==> config.mk <==
export PLATFORM = sky130hd
export DESIGN_NAME = modular_exponentiation
export DESIGN_NICKNAME = d
export VERILOG_FILES = /design/src/modexp_pkg.sv /design/src/modexp_datapath.sv /design/src/modexp_ctrl.sv /design/src/modular_exponentiation.sv
export SDC_FILE = /design/constraint.sdc
export NUM_CORES = 2
export LEC_CHECK = 0
export ABC_AREA = 1
export BUFFER_PORTS_ARGS = -buffer_cell sky130_fd_sc_hd__buf_2
export CAP_MARGIN = 20
export CORE_MARGIN = 2
export CORE_UTILIZATION = 45
export DETAILED_ROUTE_END_ITERATION = 6
export PLACE_DENSITY = 0.66
export SYNTH_ARGS = -nofsm -noshare
export SYNTH_HDL_FRONTEND = slang
export SYNTH_SLANG_ARGS = --single-unit
export TNS_END_PERCENT = 5
==> constraint.sdc <==
create_clock -name clk -period 6.93 [get_ports clk]
set_clock_uncertainty 0.2 [all_clocks]
set_input_delay 1.386 -clock clk [delete_from_list [all_inputs] [get_ports clk]]
set_output_delay 1.386 -clock clk [all_outputs]
set_load 0.005 [all_outputs]
==> src/modexp_pkg.sv <==
`timescale 1ns / 1ps
// ---------------------------------------------------------------------------
// modexp_pkg
// Shared types for the modular exponentiation block: payload structs and the
// command and status bundles between controller and datapath.
// ---------------------------------------------------------------------------
package modexp_pkg;

  localparam int FIELD_W = 32;

  typedef struct packed {
    logic [FIELD_W-1:0] base_value;
    logic [FIELD_W-1:0] exponent_value;
    logic [FIELD_W-1:0] modulus_value;
  } modexp_in_t;

  typedef struct packed {
    logic [FIELD_W-1:0] power_result;
    logic               zero_modulus_error;
  } modexp_out_t;

  // destination of a finished reduction
  typedef enum logic [1:0] {
    TGT_BASE,
    TGT_ACC,
    TGT_SQ
  } modexp_tgt_t;

  typedef struct packed {
    logic        load;
    logic        mul_go;
    logic        mul_sq;
    logic        div_step;
    logic        wr_en;
    modexp_tgt_t tgt;
    logic        out_load;
  } modexp_cmd_t;

  typedef struct packed {
    logic mod_zero;
    logic exp_lsb;
    logic exp_rest_zero;
  } modexp_stat_t;

endpackage

==> src/modexp_datapath.sv <==
`timescale 1ns / 1ps
// ---------------------------------------------------------------------------
// modexp_datapath
// Operand registers, one WxW multiplier into a product register, and a
// restoring remainder unit that retires one dividend bit per cycle.
// ---------------------------------------------------------------------------
module modexp_datapath #(
  parameter int OPERAND_WIDTH = 32
) (
  input  logic                   clk,
  input  logic                   rst,
  input  modexp_pkg::modexp_in_t  op,
  input  modexp_pkg::modexp_cmd_t cmd,
  output modexp_pkg::modexp_stat_t stat,
  output modexp_pkg::modexp_out_t  res
);
  import modexp_pkg::*;

  localparam int W = OPERAND_WIDTH;

  logic [W-1:0]   exp_r;
  logic [W-1:0]   mod_r;
  logic [W-1:0]   acc;
  logic [W-1:0]   sq;
  logic [2*W-1:0] prod;
  logic [W-1:0]   rem;
  logic [W-1:0]   mul_a;
  logic [2*W-1:0] prod_next;
  logic [W:0]     rem_shift;
  logic [W:0]     rem_diff;
  logic [W-1:0]   rem_next;

  assign mul_a     = cmd.mul_sq ? sq : acc;
  assign prod_next = mul_a * sq;

  assign rem_shift = {rem, prod[2*W-1]};
  assign rem_diff  = rem_shift - {1'b0, mod_r};
  assign rem_next  = rem_diff[W] ? rem_shift[W-1:0] : rem_diff[W-1:0];

  always_ff @(posedge clk) begin
    if (cmd.load) begin
      exp_r <= op.exponent_value[W-1:0];
      mod_r <= op.modulus_value[W-1:0];
      acc   <= W'(1);
      prod  <= {{W{1'b0}}, op.base_value[W-1:0]};
      rem   <= '0;
    end else if (cmd.mul_go) begin
      prod <= prod_next;
      rem  <= '0;
    end else if (cmd.div_step) begin
      prod <= {prod[2*W-2:0], 1'b0};
      rem  <= rem_next;
    end
    if (cmd.wr_en) begin
      if (cmd.tgt == TGT_ACC) begin
        acc <= rem;
      end else begin
        sq <= rem;
      end
      if (cmd.tgt == TGT_SQ) begin
        exp_r <= {1'b0, exp_r[W-1:1]};
      end
    end
    if (cmd.out_load) begin
      res.power_result       <= stat.mod_zero ? '0 : FIELD_W'(acc);
      res.zero_modulus_error <= stat.mod_zero;
    end
  end

  assign stat.mod_zero      = (mod_r == '0);
  assign stat.exp_lsb       = exp_r[0];
  assign stat.exp_rest_zero = (exp_r[W-1:1] == '0);

  a_acc_reduced: assert property (@(posedge clk) disable iff (rst)
    (cmd.wr_en && cmd.tgt == TGT_ACC) |=> (acc < mod_r))
    else $error("accumulator not reduced");

  a_rem_reduced: assert property (@(posedge clk) disable iff (rst)
    cmd.div_step |=> (rem < mod_r))
    else $error("remainder not below modulus");

endmodule

==> src/modexp_ctrl.sv <==
`timescale 1ns / 1ps
// ---------------------------------------------------------------------------
// modexp_ctrl
// Sequencer for square-and-multiply: issues products, counts remainder
// steps, routes results and owns the output valid.
// ---------------------------------------------------------------------------
module modexp_ctrl #(
  parameter int OPERAND_WIDTH = 32
) (
  input  logic                    clk,
  input  logic                    rst,
  input  logic                    op_valid,
  output logic                    op_ready,
  output logic                    res_valid,
  input  logic                    res_ready,
  input  modexp_pkg::modexp_stat_t stat,
  output modexp_pkg::modexp_cmd_t  cmd
);
  import modexp_pkg::*;

  localparam int DIV_STEPS = 2 * OPERAND_WIDTH;
  localparam int CNT_W     = $clog2(DIV_STEPS);
  localparam logic [CNT_W-1:0] CNT_LAST = CNT_W'(DIV_STEPS - 1);

  typedef enum logic [2:0] {
    ST_IDLE,
    ST_START,
    ST_DIV,
    ST_WRITE,
    ST_CHECK,
    ST_SQUARE,
    ST_FINISH
  } state_t;

  state_t      state;
  state_t      state_next;
  logic [CNT_W-1:0] cnt;
  modexp_tgt_t tgt;
  modexp_tgt_t tgt_next;
  logic        out_fire;

  assign out_fire = (state == ST_FINISH) && (!res_valid || res_ready);
  assign op_ready = (state == ST_IDLE);

  always_comb begin
    cmd        = '0;
    cmd.tgt    = tgt;
    state_next = state;
    tgt_next   = tgt;
    case (state)
      ST_IDLE: begin
        if (op_valid) begin
          cmd.load   = 1'b1;
          state_next = ST_START;
        end
      end
      ST_START: begin
        tgt_next   = TGT_BASE;
        state_next = stat.mod_zero ? ST_FINISH : ST_DIV;
      end
      ST_DIV: begin
        cmd.div_step = 1'b1;
        if (cnt == CNT_LAST) begin
          state_next = ST_WRITE;
        end
      end
      ST_WRITE: begin
        cmd.wr_en = 1'b1;
        if (tgt == TGT_ACC) begin
          state_next = stat.exp_rest_zero ? ST_FINISH : ST_SQUARE;
        end else begin
          state_next = ST_CHECK;
        end
      end
      ST_CHECK: begin
        if (stat.exp_lsb) begin
          cmd.mul_go = 1'b1;
          tgt_next   = TGT_ACC;
          state_next = ST_DIV;
        end else if (stat.exp_rest_zero) begin
          state_next = ST_FINISH;
        end else begin
          cmd.mul_go = 1'b1;
          cmd.mul_sq = 1'b1;
          tgt_next   = TGT_SQ;
          state_next = ST_DIV;
        end
      end
      ST_SQUARE: begin
        cmd.mul_go = 1'b1;
        cmd.mul_sq = 1'b1;
        tgt_next   = TGT_SQ;
        state_next = ST_DIV;
      end
      ST_FINISH: begin
        if (out_fire) begin
          cmd.out_load = 1'b1;
          state_next   = ST_IDLE;
        end
      end
      default: begin
        state_next = ST_IDLE;
      end
    endcase
  end

  always_ff @(posedge clk) begin
    if (rst) begin
      state     <= ST_IDLE;
      cnt       <= '0;
      tgt       <= TGT_BASE;
      res_valid <= 1'b0;
    end else begin
      state <= state_next;
      tgt   <= tgt_next;
      if (state == ST_DIV) begin
        cnt <= cnt + CNT_W'(1);
      end else begin
        cnt <= '0;
      end
      if (out_fire) begin
        res_valid <= 1'b1;
      end else if (res_ready) begin
        res_valid <= 1'b0;
      end
    end
  end

  a_rise_from_finish: assert property (@(posedge clk) disable iff (rst)
    $rose(res_valid) |-> $past(state == ST_FINISH))
    else $error("result beat raised outside finish");

  a_div_full_length: assert property (@(posedge clk) disable iff (rst)
    (state == ST_WRITE) |-> $past(state == ST_DIV) && $past(cnt == CNT_LAST))
    else $error("write without a full remainder pass");

endmodule

==> src/modular_exponentiation.sv <==
`timescale 1ns / 1ps
// ---------------------------------------------------------------------------
// modular_exponentiation
// base^exponent mod modulus by right-to-left square-and-multiply, with a
// bit-serial remainder unit shared by all products.
//
//   channel  dir  handshake            beat
//   op       in   op_valid/op_ready    base, exponent, modulus
//   res      out  res_valid/res_ready  power_result, zero_modulus_error
//
// One item at a time. Every modular product, the base reduction included,
// runs as issue, 2W remainder steps, write-back.
// With k significant exponent bits an item needs at most 2*k products.
// A zero exponent needs only the base reduction, a zero modulus none.
// Reset is synchronous; no clearing pass. A held result stalls only the
// finish of the next item; op is taken again right after the result loads.
// ---------------------------------------------------------------------------
module modular_exponentiation #(
  parameter int OPERAND_WIDTH = 32
) (
  input  logic                   clk,
  input  logic                   rst,
  input  logic                   op_valid,
  output logic                   op_ready,
  input  modexp_pkg::modexp_in_t  op,
  output logic                   res_valid,
  input  logic                   res_ready,
  output modexp_pkg::modexp_out_t res
);
  import modexp_pkg::*;

  modexp_cmd_t  cmd;
  modexp_stat_t stat;

  modexp_ctrl #(
    .OPERAND_WIDTH(OPERAND_WIDTH)
  ) u_ctrl (
    .clk      (clk),
    .rst      (rst),
    .op_valid (op_valid),
    .op_ready (op_ready),
    .res_valid(res_valid),
    .res_ready(res_ready),
    .stat     (stat),
    .cmd      (cmd)
  );

  modexp_datapath #(
    .OPERAND_WIDTH(OPERAND_WIDTH)
  ) u_datapath (
    .clk (clk),
    .rst (rst),
    .op  (op),
    .cmd (cmd),
    .stat(stat),
    .res (res)
  );

  a_error_zero: assert property (@(posedge clk) disable iff (rst)
    (res_valid && res.zero_modulus_error) |-> (res.power_result == '0))
    else $error("error beat with nonzero result");

endmodule

==> flow_summary_export.csv <==
group,metric,value,unit
sta,finalCriticalPeriod,8.268,ns
yosys,synth_top_family_by_area,"adder cells",
yosys,synth.largest_area_cell,"fa_1",
power_and_ir_drop,cellLeakagePower,30.12,nW
global_routing,antenna_found_initial,3,
clock_tree,cts_sinks,269,
worst_hold_path,holdCritPathClass,"reg2reg",
cells_and_area,layout-area-overhead-vs-synth,19.68,%
yosys,ys_ff_latch,269,
clock_tree,cts_hold_buf,0,
global_routing,grt_max_degree,69,
critical_path,end_kind,"flop",
yosys,synth_area_leaders,"fa_1 37%, inv_1 11%, nand2_1 9.1%",
yosys,syn_nets,7483,
floorplanning,ioPinCount,135,
power_and_ir_drop,p_total,0.01077,W
clock_tree,cts_buffer_depth,3,
critical_path,crit_arrival,8.41,ns
sta,relSlewSlack,34.36,%
yosys,synth_fa_ha_area_share,45.02,%
run,max_cap_viol_count,0,
drt,drtIter0Drc,4458,
sta,tightest_slew,0.9822,ns
yosys,yosysWarnings,0,
drt,routed_via_density,5.355,
power_and_ir_drop,ir_worst_vdd,299.8,uV
outcome,violations,"negative setup slack",
critical_path,startpoint_type,"flop",
yosys,syn_area,0.04811,sq mm
drt,antenna_left,0,
global_routing,grt_pass1_vias,44430,
clock_tree,cts_tree,"done",
floorplanning,coreArea,0.1057,sq mm
cells_and_area,diodes,0,
yosys,synth_top_cell_area_share,37.32,%
clock_tree,clkLatencyLatePin,0.58,ns
global_routing,grt_pass1_wl,283.8,mm
clock_tree,path_clk_slew,0.07,ns
drt,wire_per_inst,23.21,um
drt,drc,0,
place,dp_hpwl,161.6,mm
cells_and_area,drive_above_1_share,18.31,%
yosys,synthXorXnorAreaFrac,0.8191,%
drt,firstDrtPassIters,6,
yosys,synthFlopType,"dfxtp_1",
floorplanning,rows,119,
sta,hold_violations,0,
drt,vias,43810,
clock_tree,root_buffer,"clkbuf_16",
global_routing,grt-ovfl-total,0,
floorplanning,dieArea,0.1096,sq mm
critical_path,crit_top_cell,"fa_1",
outcome,status,"finished with violations",
power_and_ir_drop,p_int,0.005667,W
cells_and_area,n_fill_cell,10100,
place,dpl_worst_slack,-1.806,ns
critical_path,ff2ff_setup_slack,-1.34,ns
yosys,synth_cell_types,40,
yosys,synth.avg_cell_area,7.773,sq um
place,io_buffer_count,134,
critical_path,slowest_delay,0.69,ns
critical_path,cp_max_fo,10,
critical_path,crit_type,"reg2reg",
sta,rsz0062_at_grt,"yes",
sta,slew_violations,0,
cells_and_area,regArea,0.006678,sq mm
power_and_ir_drop,combPwrFrac,65.1,%
yosys,muxShareOfSynthArea,0,%
sta,max_freq,0.1210,GHz
power_and_ir_drop,power_frac_clock,14.1,%
floorplanning,initial_core_util,45.51,%
yosys,synth_edf_count,129,
yosys,yosys.area_share.simple,23.02,%
yosys,syn-instance-count,6190,
sta,period_share,119.3,%
power_and_ir_drop,seq_power_share,20.9,%
global_routing,track_usage,35.34,%
place,place.gp.congestion,1.073,
sta,setup_violations,55,
cells_and_area,final_util,54.47,%
floorplanning,die-height,331.0,um
yosys,async_flop_share,0,%
clock_tree,cts_inserted_buffers,27,
cells_and_area,nets,8062,
power_and_ir_drop,switchingPower,0.005105,W
critical_path,crit_required,7.07,ns
sta,fin_ws,-1.338,ns
yosys,ys_seq_area_share,13.88,%
critical_path,cp_slowest_cell,"fa_2",
power_and_ir_drop,netSwitchingFraction,47.39,%
cells_and_area,multi_input_comb_area,0.03635,sq mm
drt,wl,189.9,mm
floorplanning,die_width,331.0,um
power_and_ir_drop,power.density,187.1,mW/mm^2
clock_tree,htreeDepth,1,
yosys,synth_compound_area_share,3.524,%
==> cell type report <==
type	count	share of cell area, %
multi-input cells	4226	63.13
flip-flops and latches	269	11.60
repair buffers	828	11.45
inverters	1417	9.245
well taps	1391	3.022
clock buffers	39	1.358
clock inverters	11	0.2021
==> stage by stage <==
step	std cells	instance area (sq um)	TNS (ns)	hold WS [ns]
finish	8181	57590	-61.52	0.2475
global route	8181	57590	-77.15	0.2638
CTS	8181	57340	-61.69	0.2504
detailed placement	8112	55310	-82.16	0.2388
global placement	8112	55310	-82.65	0.2308
floorplan	6190	48610	-8.082	0.2179
==> Yosys cell counts (5+ instances only) <==
cell and instances:
nand2_4 12, nor3_1 25, nand4_1 24, a21oi_1 141, xor2_1 34, edfxtp_1 129, and2_1 5, inv_2 14
buf_4 21, clkinv_1 6, xnor2_1 11, nand2_2 26, nor2_1 817, dfxtp_1 140, buf_1 6, ha_1 296
nor4_1 11, o211ai_1 6, nand3_1 577, inv_1 1396, o21bai_1 13, o21ai_0 124, fa_1 897, nand2_1 1165
o22ai_1 25, buf_2 112, clkbuf_1 135
==> per-layer routing <==
| metal | GRT usage (%) | vias to the layer above | share of wire, % |
|---|---|---|---|
| met2 | 54.71 | 2241 | 44 |
| met5 | 0 | - | 0.021 |
| met1 | 48.05 | 21510 | 41 |
| met4 | 14.05 | 6 | 4.9 |
| met3 | 8.200 | 452 | 10 |
| li1 | - | 19600 | - |
==> cells by family after synthesis <==
family	Yosys count
fa+ha+maj	1193
simple gates	2670
flops	269
buf+inv	1695
compound gates	318
xor+xnor	45
==> layout by cell type (no fill, tap or decap), drive strengths merged <==
master	instances
edfxtp	129
a21o	1
nor3	26
a41oi	1
nor4	11
clkbuf	39
xnor2	11
o22ai	25
nand3	578
a21boi	1
nand3b	1
o21ai	125
inv	1414
clkinv	13
buf	827
xor2	34
bufbuf	1
bufinv	1
o211ai	6
ha	296
a21oi	142
a31oi	4
or2	2
fa	897
dfxtp	140
and2	5
nand2	1203
nand4	24
o21bai	13
nor2	820
==> timing repair <==
action,CTS,global route
setup endpoints to repair,56,56
gates resized for setup,233,79
buffers inserted,17,0
pin swaps,96,41
gates cloned,3,0
==> power by group through the flow <==
stage	logic, W	registers (W)	clock network, W
after detailed placement	0.00627	0.00227	0
after floorplan	0.00350	0.00223	0
after CTS	0.00683	0.00224	0.00154
after global placement	0.00629	0.00227	0
after global routing	0.00756	0.00228	0.00160
final	0.00701	0.00225	0.00152
==> critical path, delay by kind of cell, from the launching register on <==
family / cells / cell delay, ns
and+or+nand+nor: 13 / 1.37
DFF: 1 / 0.31
buffers and inverters: 9 / 1.02
adders and majority gates: 9 / 4.46
xor gates and xnor gates: 1 / 0.16
AOI/OAI and AO/OA: 3 / 0.48
==> worst paths after layout <==
check             cells after the start            startpoint             endpoint
setup / recovery                     35  u_datapath.exp_r[20]  u_datapath.prod[28]
hold reg to reg                       1         u_ctrl.cnt[0]        u_ctrl.cnt[0]
hold / removal                        1         u_ctrl.cnt[0]        u_ctrl.cnt[0]
setup reg to reg                     35  u_datapath.exp_r[20]  u_datapath.prod[28]
==> registers in the layout, summed over array words and instances, names as in the netlist <==
name and count:
u_ctrl.state 3, u_datapath.mod_r 32, u_ctrl.cnt 6, u_datapath.res 33, u_datapath.rem 32, u_datapath.prod 64
u_datapath.exp_r 32, u_datapath.acc 32, u_ctrl.res_valid 1, u_ctrl.tgt 2, u_datapath.sq 32
Note: power is estimated with default switching activity, not from simulation.
